===== src/rtl/ewt_pkg.sv =====
// Shared types, constants and state codes of the exponential wait time generator.
// No dependencies; every other file imports this package.
package ewt_pkg;

  localparam int UNIFORM_BITS_DEF = 24;
  localparam int IN_W             = 24;
  localparam int MEAN_W           = 24;
  localparam int LOG_FRAC_BITS    = 48;
  localparam int SQ_STEPS         = 3;
  localparam int LN_STEPS         = 4;
  localparam logic [23:0] MEAN_RESET = 24'd65536;
  localparam logic [63:0] LN2_Q64    = 64'hB17217F7D1CF79AC;
  localparam logic [47:0] WAIT_TOTAL_MAX  = 48'hFFFF_FFFF_FFFF;
  localparam logic [31:0] WHOLE_TOTAL_MAX = 32'hFFFF_FFFF;

  typedef struct packed {
    logic [23:0] uniform_value;
    logic        last;
  } ewt_in_t;

  typedef struct packed {
    logic [31:0] wait_time;
    logic [15:0] wait_whole;
    logic [47:0] wait_total;
    logic [31:0] whole_total;
  } ewt_out_t;

  typedef enum logic [2:0] {
    S_IDLE,
    S_NORM,
    S_SQ,
    S_TCALC,
    S_LN,
    S_SCALE,
    S_ACC
  } ewt_state_t;

endpackage


===== src/rtl/ewt_front.sv =====
// Input side: accepts requests, masks the uniform value and holds them in a
// two-entry queue for the back end. Depends on ewt_pkg.
module ewt_front #(
  parameter int UNIFORM_BITS = ewt_pkg::UNIFORM_BITS_DEF
) (
  input  logic            clk,
  input  logic            rst_n,
  input  logic            in_valid,
  output logic            in_ready,
  input  ewt_pkg::ewt_in_t in_item,
  output logic            q_valid,
  output ewt_pkg::ewt_in_t q_item,
  input  logic            q_pop
);
  import ewt_pkg::*;

  localparam int KEEP = (UNIFORM_BITS < IN_W) ? UNIFORM_BITS : IN_W;
  localparam logic [IN_W-1:0] MASK = (KEEP == IN_W) ? {IN_W{1'b1}} :
                                     IN_W'((64'd1 << KEEP) - 64'd1);

  ewt_in_t     mem_r [2];
  logic        wp_r, wp_nxt, rp_r, rp_nxt;
  logic [1:0]  cnt_r, cnt_nxt;
  logic        push;
  ewt_in_t     clean;

  assign in_ready = (cnt_r != 2'd2);
  assign push     = in_valid && in_ready;
  assign q_valid  = (cnt_r != 2'd0);
  assign q_item   = mem_r[rp_r];

  always_comb begin
    clean               = in_item;
    clean.uniform_value = in_item.uniform_value & MASK;
    wp_nxt  = push ? ~wp_r : wp_r;
    rp_nxt  = q_pop ? ~rp_r : rp_r;
    cnt_nxt = cnt_r + 2'(push) - 2'(q_pop);
  end

  always_ff @(posedge clk) begin
    if (!rst_n) begin
      wp_r  <= 1'b0;
      rp_r  <= 1'b0;
      cnt_r <= 2'd0;
    end else begin
      wp_r  <= wp_nxt;
      rp_r  <= rp_nxt;
      cnt_r <= cnt_nxt;
    end
  end

  always_ff @(posedge clk) begin
    if (push) begin
      mem_r[wp_r] <= clean;
    end
  end

`ifndef SYNTHESIS
  a_cnt_max: assert property (@(posedge clk) disable iff (!rst_n) cnt_r != 2'd3)
    else $error("queue count out of range");
  a_no_underflow: assert property (@(posedge clk) disable iff (!rst_n)
    q_pop |-> cnt_r != 2'd0) else $error("pop from empty queue");
  a_count_track: assert property (@(posedge clk) disable iff (!rst_n)
    (push && !q_pop) |=> cnt_r == $past(cnt_r) + 2'd1) else $error("push lost");
`endif

endmodule


===== src/rtl/ewt_back.sv =====
// Back end: log2 by repeated squaring on one shared 32x32 multiplier, scaling
// by the mean, running sums and the output register. Depends on ewt_pkg.
module ewt_back #(
  parameter int UNIFORM_BITS = ewt_pkg::UNIFORM_BITS_DEF
) (
  input  logic             clk,
  input  logic             rst_n,
  input  logic             q_valid,
  input  ewt_pkg::ewt_in_t q_item,
  output logic             q_pop,
  input  logic [23:0]      mean_wait,
  output logic             out_valid,
  input  logic             out_ready,
  output ewt_pkg::ewt_out_t out_item
);
  import ewt_pkg::*;

  localparam logic [32:0] FULL = 33'(64'd1 << UNIFORM_BITS);
  localparam logic [5:0]  BW   = 6'(UNIFORM_BITS);

  ewt_state_t  state_r, state_nxt;
  logic [2:0]  ph_r, ph_nxt;
  logic [5:0]  k_r, k_nxt;
  logic [5:0]  e_r, e_nxt;
  logic [63:0] f_r, f_nxt;
  logic [47:0] frac_r, frac_nxt;
  logic [127:0] acc_r, acc_nxt;
  logic [63:0] prod_r, prod_nxt;
  logic [63:0] t_r, t_nxt;
  logic [29:0] l_r, l_nxt;
  logic [31:0] wait_r, wait_nxt;
  logic        last_r, last_nxt;
  logic [47:0] wacc_r, wacc_nxt;
  logic [31:0] hacc_r, hacc_nxt;
  logic        ov_r, ov_nxt;
  ewt_out_t    oi_r, oi_nxt;

  logic [31:0] mul_a, mul_b;
  logic [127:0] addend, acc_sum;
  logic [32:0] m;
  logic        slot_free, sq_done, ln_done;
  logic [63:0] hi_rnd;
  logic [48:0] wsum;
  logic [32:0] hsum;
  logic [15:0] whole;

  assign slot_free = !ov_r || out_ready;
  assign sq_done   = (state_r == S_SQ) && (ph_r == 3'(SQ_STEPS)) &&
                     (k_r == 6'(LOG_FRAC_BITS - 1));
  assign ln_done   = (state_r == S_LN) && (ph_r == 3'(LN_STEPS));
  assign out_valid = ov_r;
  assign out_item  = oi_r;

  always_comb begin
    state_nxt = state_r;
    case (state_r)
      S_IDLE:  if (q_valid) state_nxt = S_NORM;
      S_NORM:  if (f_r[63]) state_nxt = S_SQ;
      S_SQ:    if (sq_done) state_nxt = S_TCALC;
      S_TCALC: state_nxt = S_LN;
      S_LN:    if (ln_done) state_nxt = S_SCALE;
      S_SCALE: if (ph_r == 3'd1) state_nxt = S_ACC;
      S_ACC:   if (slot_free) state_nxt = S_IDLE;
      default: state_nxt = S_IDLE;
    endcase
  end

  always_comb begin
    q_pop = (state_r == S_IDLE) && q_valid;
    mul_a = 32'd0;
    mul_b = 32'd0;
    addend = 128'd0;
    case (state_r)
      S_SQ: begin
        case (ph_r)
          3'd0: begin mul_a = f_r[31:0]; mul_b = f_r[31:0]; end
          3'd1: begin mul_a = f_r[31:0]; mul_b = f_r[63:32]; addend = 128'(prod_r); end
          3'd2: begin
            mul_a = f_r[63:32]; mul_b = f_r[63:32];
            addend = 128'(prod_r) << 33;
          end
          default: addend = 128'(prod_r) << 64;
        endcase
      end
      S_LN: begin
        case (ph_r)
          3'd0: begin mul_a = t_r[31:0]; mul_b = LN2_Q64[31:0]; end
          3'd1: begin
            mul_a = t_r[31:0]; mul_b = LN2_Q64[63:32]; addend = 128'(prod_r);
          end
          3'd2: begin
            mul_a = t_r[63:32]; mul_b = LN2_Q64[31:0];
            addend = 128'(prod_r) << 32;
          end
          3'd3: begin
            mul_a = t_r[63:32]; mul_b = LN2_Q64[63:32];
            addend = 128'(prod_r) << 32;
          end
          default: addend = 128'(prod_r) << 64;
        endcase
      end
      S_SCALE: begin
        mul_a = {2'b0, l_r};
        mul_b = {8'b0, mean_wait};
      end
      default: ;
    endcase
  end

  always_comb begin
    prod_nxt = {32'd0, mul_a} * {32'd0, mul_b};
    acc_sum  = ((ph_r == 3'd1) ? 128'd0 : acc_r) + addend;
    m        = FULL - {9'd0, q_item.uniform_value};
    hi_rnd   = acc_sum[127:64] + 64'h80_0000;
    wsum     = {1'b0, wacc_r} + {17'd0, wait_r};
    hsum     = {1'b0, hacc_r} + {17'd0, wait_r[31:16]};
    whole    = wait_r[31:16];
    ph_nxt   = ph_r;
    k_nxt    = k_r;
    e_nxt    = e_r;
    f_nxt    = f_r;
    frac_nxt = frac_r;
    acc_nxt  = acc_r;
    t_nxt    = t_r;
    l_nxt    = l_r;
    wait_nxt = wait_r;
    last_nxt = last_r;
    wacc_nxt = wacc_r;
    hacc_nxt = hacc_r;
    ov_nxt   = ov_r && !out_ready;
    oi_nxt   = oi_r;
    case (state_r)
      S_IDLE: begin
        f_nxt    = {31'd0, m} << (63 - UNIFORM_BITS);
        e_nxt    = BW;
        last_nxt = q_item.last;
        k_nxt    = 6'd0;
        ph_nxt   = 3'd0;
        frac_nxt = 48'd0;
      end
      S_NORM: begin
        if (!f_r[63]) begin
          f_nxt = f_r << 1;
          e_nxt = e_r - 6'd1;
        end
      end
      S_SQ: begin
        if (ph_r != 3'd0) acc_nxt = acc_sum;
        if (ph_r == 3'(SQ_STEPS)) begin
          ph_nxt   = 3'd0;
          k_nxt    = k_r + 6'd1;
          frac_nxt = {frac_r[46:0], acc_sum[127]};
          f_nxt    = acc_sum[127] ? acc_sum[127:64] : acc_sum[126:63];
        end else begin
          ph_nxt = ph_r + 3'd1;
        end
      end
      S_TCALC: begin
        t_nxt  = ({58'd0, BW - e_r} << LOG_FRAC_BITS) - {16'd0, frac_r};
        ph_nxt = 3'd0;
      end
      S_LN: begin
        if (ph_r != 3'd0) acc_nxt = acc_sum;
        if (ln_done) begin
          l_nxt  = hi_rnd[53:24];
          ph_nxt = 3'd0;
        end else begin
          ph_nxt = ph_r + 3'd1;
        end
      end
      S_SCALE: begin
        if (ph_r == 3'd1) begin
          wait_nxt = (|prod_r[63:56]) ? 32'hFFFF_FFFF : prod_r[55:24];
          ph_nxt   = 3'd0;
        end else begin
          ph_nxt = 3'd1;
        end
      end
      S_ACC: begin
        if (slot_free) begin
          oi_nxt.wait_time   = wait_r;
          oi_nxt.wait_whole  = whole;
          oi_nxt.wait_total  = wsum[48] ? WAIT_TOTAL_MAX : wsum[47:0];
          oi_nxt.whole_total = hsum[32] ? WHOLE_TOTAL_MAX : hsum[31:0];
          ov_nxt   = 1'b1;
          wacc_nxt = last_r ? 48'd0 : oi_nxt.wait_total;
          hacc_nxt = last_r ? 32'd0 : oi_nxt.whole_total;
        end
      end
      default: ;
    endcase
  end

  always_ff @(posedge clk) begin
    if (!rst_n) begin
      state_r <= S_IDLE;
      ph_r    <= 3'd0;
      k_r     <= 6'd0;
      wacc_r  <= 48'd0;
      hacc_r  <= 32'd0;
      ov_r    <= 1'b0;
    end else begin
      state_r <= state_nxt;
      ph_r    <= ph_nxt;
      k_r     <= k_nxt;
      wacc_r  <= wacc_nxt;
      hacc_r  <= hacc_nxt;
      ov_r    <= ov_nxt;
    end
  end

  always_ff @(posedge clk) begin
    e_r    <= e_nxt;
    f_r    <= f_nxt;
    frac_r <= frac_nxt;
    acc_r  <= acc_nxt;
    prod_r <= prod_nxt;
    t_r    <= t_nxt;
    l_r    <= l_nxt;
    wait_r <= wait_nxt;
    last_r <= last_nxt;
    oi_r   <= oi_nxt;
  end

`ifndef SYNTHESIS
  a_sq_phase: assert property (@(posedge clk) disable iff (!rst_n)
    state_r == S_SQ |-> ph_r <= 3'(SQ_STEPS)) else $error("square phase overrun");
  a_acc_done: assert property (@(posedge clk) disable iff (!rst_n)
    (state_r == S_ACC && slot_free) |=> (state_r == S_IDLE && ov_r))
    else $error("result not registered");
  a_whole: assert property (@(posedge clk) disable iff (!rst_n)
    ov_r |-> oi_r.wait_whole == oi_r.wait_time[31:16]) else $error("whole mismatch");
  a_pop_idle: assert property (@(posedge clk) disable iff (!rst_n)
    q_pop |=> state_r == S_NORM) else $error("pop outside idle");
`endif

endmodule


===== src/rtl/exponential_wait_time_generator.sv =====
// Exponential wait time generator: for each uniform fraction u it returns
// -ln(1-u)*mean_wait in Q16.16 with integer part and saturating run totals.
// An item leaving the queue goes through setup, up to UNIFORM_BITS normalize
// shifts (one per leading zero of 1-u), 48 log2 squarings on the one shared
// 32x32 multiplier, ln2 scaling, the mean multiply and accumulation. A result
// held by a stalled receiver delays the next accumulation. A two-entry input
// queue accepts requests meanwhile; the output register holds a result while
// the next item is computed.
module exponential_wait_time_generator #(
  parameter int UNIFORM_BITS = ewt_pkg::UNIFORM_BITS_DEF
) (
  input  logic              clk,
  input  logic              rst_n,
  input  logic              in_valid,
  output logic              in_ready,
  input  ewt_pkg::ewt_in_t  in_item,
  output logic              out_valid,
  input  logic              out_ready,
  output ewt_pkg::ewt_out_t out_item,
  input  logic              cfg_we,
  input  logic [23:0]       cfg_wdata
);
  import ewt_pkg::*;

  logic        q_valid, q_pop;
  ewt_in_t     q_item;
  logic [23:0] mean_r, mean_nxt;

  assign mean_nxt = cfg_we ? cfg_wdata : mean_r;

  always_ff @(posedge clk) begin
    if (!rst_n) begin
      mean_r <= MEAN_RESET;
    end else begin
      mean_r <= mean_nxt;
    end
  end

  ewt_front #(.UNIFORM_BITS(UNIFORM_BITS)) u_front (
    .clk      (clk),
    .rst_n    (rst_n),
    .in_valid (in_valid),
    .in_ready (in_ready),
    .in_item  (in_item),
    .q_valid  (q_valid),
    .q_item   (q_item),
    .q_pop    (q_pop)
  );

  ewt_back #(.UNIFORM_BITS(UNIFORM_BITS)) u_back (
    .clk       (clk),
    .rst_n     (rst_n),
    .q_valid   (q_valid),
    .q_item    (q_item),
    .q_pop     (q_pop),
    .mean_wait (mean_r),
    .out_valid (out_valid),
    .out_ready (out_ready),
    .out_item  (out_item)
  );

endmodule

===== config.mk =====
export PLATFORM = sky130hd
export DESIGN_NAME = exponential_wait_time_generator
export DESIGN_NICKNAME = d
export VERILOG_FILES = /design/src/rtl/ewt_pkg.sv /design/src/rtl/ewt_front.sv /design/src/rtl/ewt_back.sv /design/src/rtl/exponential_wait_time_generator.sv
export SDC_FILE = /design/constraint.sdc
export NUM_CORES = 2
export LEC_CHECK = 0
export ABC_AREA = 1
export BUFFER_PORTS_ARGS = -buffer_cell sky130_fd_sc_hd__buf_4
export CORE_UTILIZATION = 50
export CTS_BUF_LIST = sky130_fd_sc_hd__clkbuf_2 sky130_fd_sc_hd__clkbuf_4 sky130_fd_sc_hd__clkbuf_8
export DETAILED_ROUTE_END_ITERATION = 10
export GPL_TIMING_DRIVEN = 0
export PLACE_DENSITY = 0.72
export SKIP_CTS_REPAIR_TIMING = 1
export SLEW_MARGIN = 20
export SYNTH_ARGS = -nofsm -noshare
export SYNTH_HDL_FRONTEND = slang
export SYNTH_SLANG_ARGS = --single-unit

===== constraint.sdc =====
create_clock -name clk -period 10.45 [get_ports clk]
set_input_delay 1.045 -clock clk [delete_from_list [all_inputs] [get_ports clk]]
set_output_delay 1.045 -clock clk [all_outputs]
set_load 0.005 [all_outputs]

==> metrics.md <==
| Metric | Value |
|---|---|
| # Max-Cap Violations | `0` |
| Port bufs | `183` |
| Area growth from synthesis to layout | `9.47%` |
| Dpl ws | `-1.19 ns` |
| Area of the core | `0.163 mm^2` |
| Ys flop type | `edfxtp_1` |
| Reg2reg path depth | `30` |
| Cell area after placement | `0.0869 mm^2` |
| Synth warnings | `0` |
| Clk root buf | `clkbuf_8` |
| #FFs+latches synth | `712` |
| Slew margin rel. | `12.5%` |
| Via density | `5.65` |
| Vias | `78200` |
| Arr. time, crit path | `11.29 ns` |
| Number of routed nets with antenna violations | `0` |
| Setup violators final | `1` |
| Worst Slack Setup Final | `-0.0706 ns` |
| Post-route cell area | `0.0900 mm^2` |
| Final Critical Period | `10.52 ns` |
| Drt drc | `0` |
| Hold path depth | `1` |
| Hpwl dp | `309 mm` |
| Req. time, crit path | `11.22 ns` |
| RSZ-0062 raised after global routing | `true` |
| CTS buffer count | `115` |
| Failing checks | `setup timing` |
| Die width | `408 um` |
| GR Overflow Total | `0` |
| Fin. max-slew vios | `0` |
| Slew @ Worst Pin | `1.31 ns` |
| Post-Syn Instances | `11200` |
| Synth cell count leaders | `nand2_1, inv_1, nor2_1` |
| Most frequent cell after synthesis | `nand2_1` |
| Most frequent CP cell | `fa_1` |
| Synth top area cells | `fa_1, edfxtp_1, nand2_1` |
| Slowest stage delay, CP | `0.82 ns` |
| Sequential fraction of the synthesis area | `23.7%` |
| Final TNS setup | `-0.0706 ns` |
| Static leakage | `about 47 nW` |
| Fin. Hold Viols | `0` |
| Fmax achieved | `between 90 and 100 MHz` |
| Global-route wire length before repair | `516 mm` |
| Syn_area_per_cell | `7.33 um^2` |
| TritonRoute pass-1 iters | `9` |
| Htree depth | `3` |
| GPL Wtd Cong | `1.13` |
| Setup crit start kind | `register` |
| GRT Util Overall | `43.4%` |
| CTS sink cnt | `712` |
| FFs w/ async S/R, synth | `0%` |
| Worst-path fanout max | `10` |
| WS Path Type | `register to register` |
| Maximum vdd drop | `0.000179 V` |
| Status | `finished with violations` |
| Clk_lat worst skew | `0.90 ns` |
| I/O pin cnt | `between 150 and 200` |
| Post-synth EDFFs | `526` |
| Flop-to-flop setup slack | `-0.07 ns` |
| Hold Crit Class | `input pin to register` |
| Layout Skew | `about 0.066 ns` |
| Die area | `0.166 mm^2` |
| Std-Cell Rows | `148` |
| Kind of end point of the critical path | `register` |
| Synth area leader | `fa_1` |
| Largest net degree at the start of global routing | `68` |
| Share of layout cells above drive strength 1 | `6.27%` |
| Net count after synthesis | `approximately 13000` |
| Worst hold start | `in_item[2]` |
| Final WL | `365 mm` |
| Starting DRT DRC Count | `around 10000` |
| Hold path endpoint | `u_front.mem_r[1][2]` |
| Die Ht | `408 um` |
| Fin nets | `13000` |
| Avg WL per Cell | `approximately 26 um` |
| Initial Utilization | `50.5%` |
| Final period util | `101%` |
| PD cells | `187 mW/mm^2` |
| Hold slack | `0.330 ns` |
| CP max-delay cell | `fa_1` |
| CTS max path bufs | `3` |
| Critical R2R Launch | `u_back.ph_r[2]` |
| Vias in the first global route | `~76000` |
| CTS clk-pin slew, worst paths | `0.08 ns` |
| Top cell type's share of synthesized area | `21.9%` |
| Initial antenna violation count | `31` |
| Synthesized area | `0.0823 mm^2` |
| Crit Reg-Reg Endpoint | `u_back.prod_r[59]` |
| CTS tree | `built` |
| Cell variety after synth | `approximately 60` |
where the power goes:
group / leakage (nW) / switching [mW] / internal (mW)
Clock: 1.36 / 1.32 / 1.50
Combinational: 39.6 / 7.38 / 2.48
Sequential: 6.53 / 0.343 / 3.85
Total: 47.4 / 9.04 / 7.83
layout by cell type (no fill, tap or decap), types with 88 or more instances in the layout:
| cell | instances |
|---|---|
| fa_1 | 898 |
| o21ai_0 | 181 |
| clkbuf_1 | 140 |
| o221ai_1 | 88 |
| nand3_1 | 303 |
| clkbuf_8 | 119 |
| dfxtp_1 | 186 |
| a21oi_1 | 406 |
| edfxtp_1 | 526 |
| xor2_1 | 206 |
| inv_1 | 2742 |
| clkbuf_2 | 113 |
| nor2_1 | 1036 |
| buf_4 | 215 |
| ha_1 | 452 |
| nand2_1 | 3204 |
metal layers:
metal / vias up / global-route usage (%) / wire length [um]
met5: - / 0 / 250
met4: 36 / 26.0 / 26700
met3: 1236 / 14.1 / 49400
met2: 5220 / 61.5 / 148000
met1: 37200 / 57.5 / 141000
li1: 34500 / - / -
flip-flops by register name, indices dropped and copies added (netlist names), named ones only:
register,count
u_back.out_valid,1
u_back.hacc_r,32
u_front.wp_r,1
u_back.f_r,64
u_back.last_r,1
u_back.prod_r,64
u_back.l_r,30
u_front.cnt_r,2
u_back.frac_r,48
u_back.e_r,6
u_back.k_r,6
u_back.state_r,3
u_front.mem_r,50
u_back.out_item,112
mean_r,24
u_front.rp_r,1
u_back.wait_r,32
u_back.acc_r,128
u_back.t_r,55
u_back.wacc_r,48
u_back.ph_r,3
metrics by stage:
| stage | instances | utilization [%] | total power [mW] |
|---|---|---|---|
| detailed placement | 13600 | 53.3 | 13.5 |
| global route | 13800 | 55.2 | 17.4 |
| CTS | 13800 | 54.9 | 16.3 |
| finish | 13800 | 55.3 | 16.9 |
| floorplan | 11200 | - | 9.30 |
| global placement | 13600 | 53.0 | 13.3 |
worst max path at each step:
| stage | to | slack [ns] | depth (start not counted) | start |
|---|---|---|---|---|
| floorplan | u_back.prod_r[59] | 2.04 | 38 | u_back.ph_r[1] |
| global placement | u_back.acc_r[34] | -1.79 | 6 | u_back.state_r[0] |
| detailed placement | u_back.prod_r[59] | -1.19 | 30 | u_back.ph_r[2] |
| CTS | u_back.prod_r[59] | -1.29 | 30 | u_back.ph_r[2] |
| global route | u_back.prod_r[59] | -0.11 | 30 | u_back.ph_r[2] |
| finish | u_back.prod_r[59] | -0.07 | 30 | u_back.ph_r[2] |
final cells by class:
type	count	area, um^2
tap	2175	2720
buffer	316	1470
clock buffer	144	1830
antenna	15	37.5
sequential	712	19500
fill	15600	72900
clock inverter	69	756
multi-input combinational	7433	51500
inverter	2764	10400
timing repair buffer	221	1870
kinds of logic (layout without fill, tap and decap cells):
kind of cell | after synthesis | after routing | synth area share, %
adders and majority gates | 1351 | 1351 | 28.8
muxes | 11 | 11 | 0.134
DFF | 712 | 712 | 23.7
buffers and inverters | 3081 | 3514 | 14.2
xor gates and xnor gates | 281 | 281 | 3.03
AOI/OAI and AO/OA | 945 | 945 | 6.85
other | 0 | 15 | 0
and+or+nand+nor | 4845 | 4845 | 23.3
worst max-delay path, delay by kind of cell (launching register included):
family	cells	cell delay (ns)
adder cells (fa/ha/maj)	9	4.86
AND/OR/NAND/NOR	13	2.47
buffers and inverters	5	1.72
AO/OA/AOI/OAI	2	0.58
flip-flops	1	0.42
XOR/XNOR	1	0.26
(Power assumes the default switching activity.)
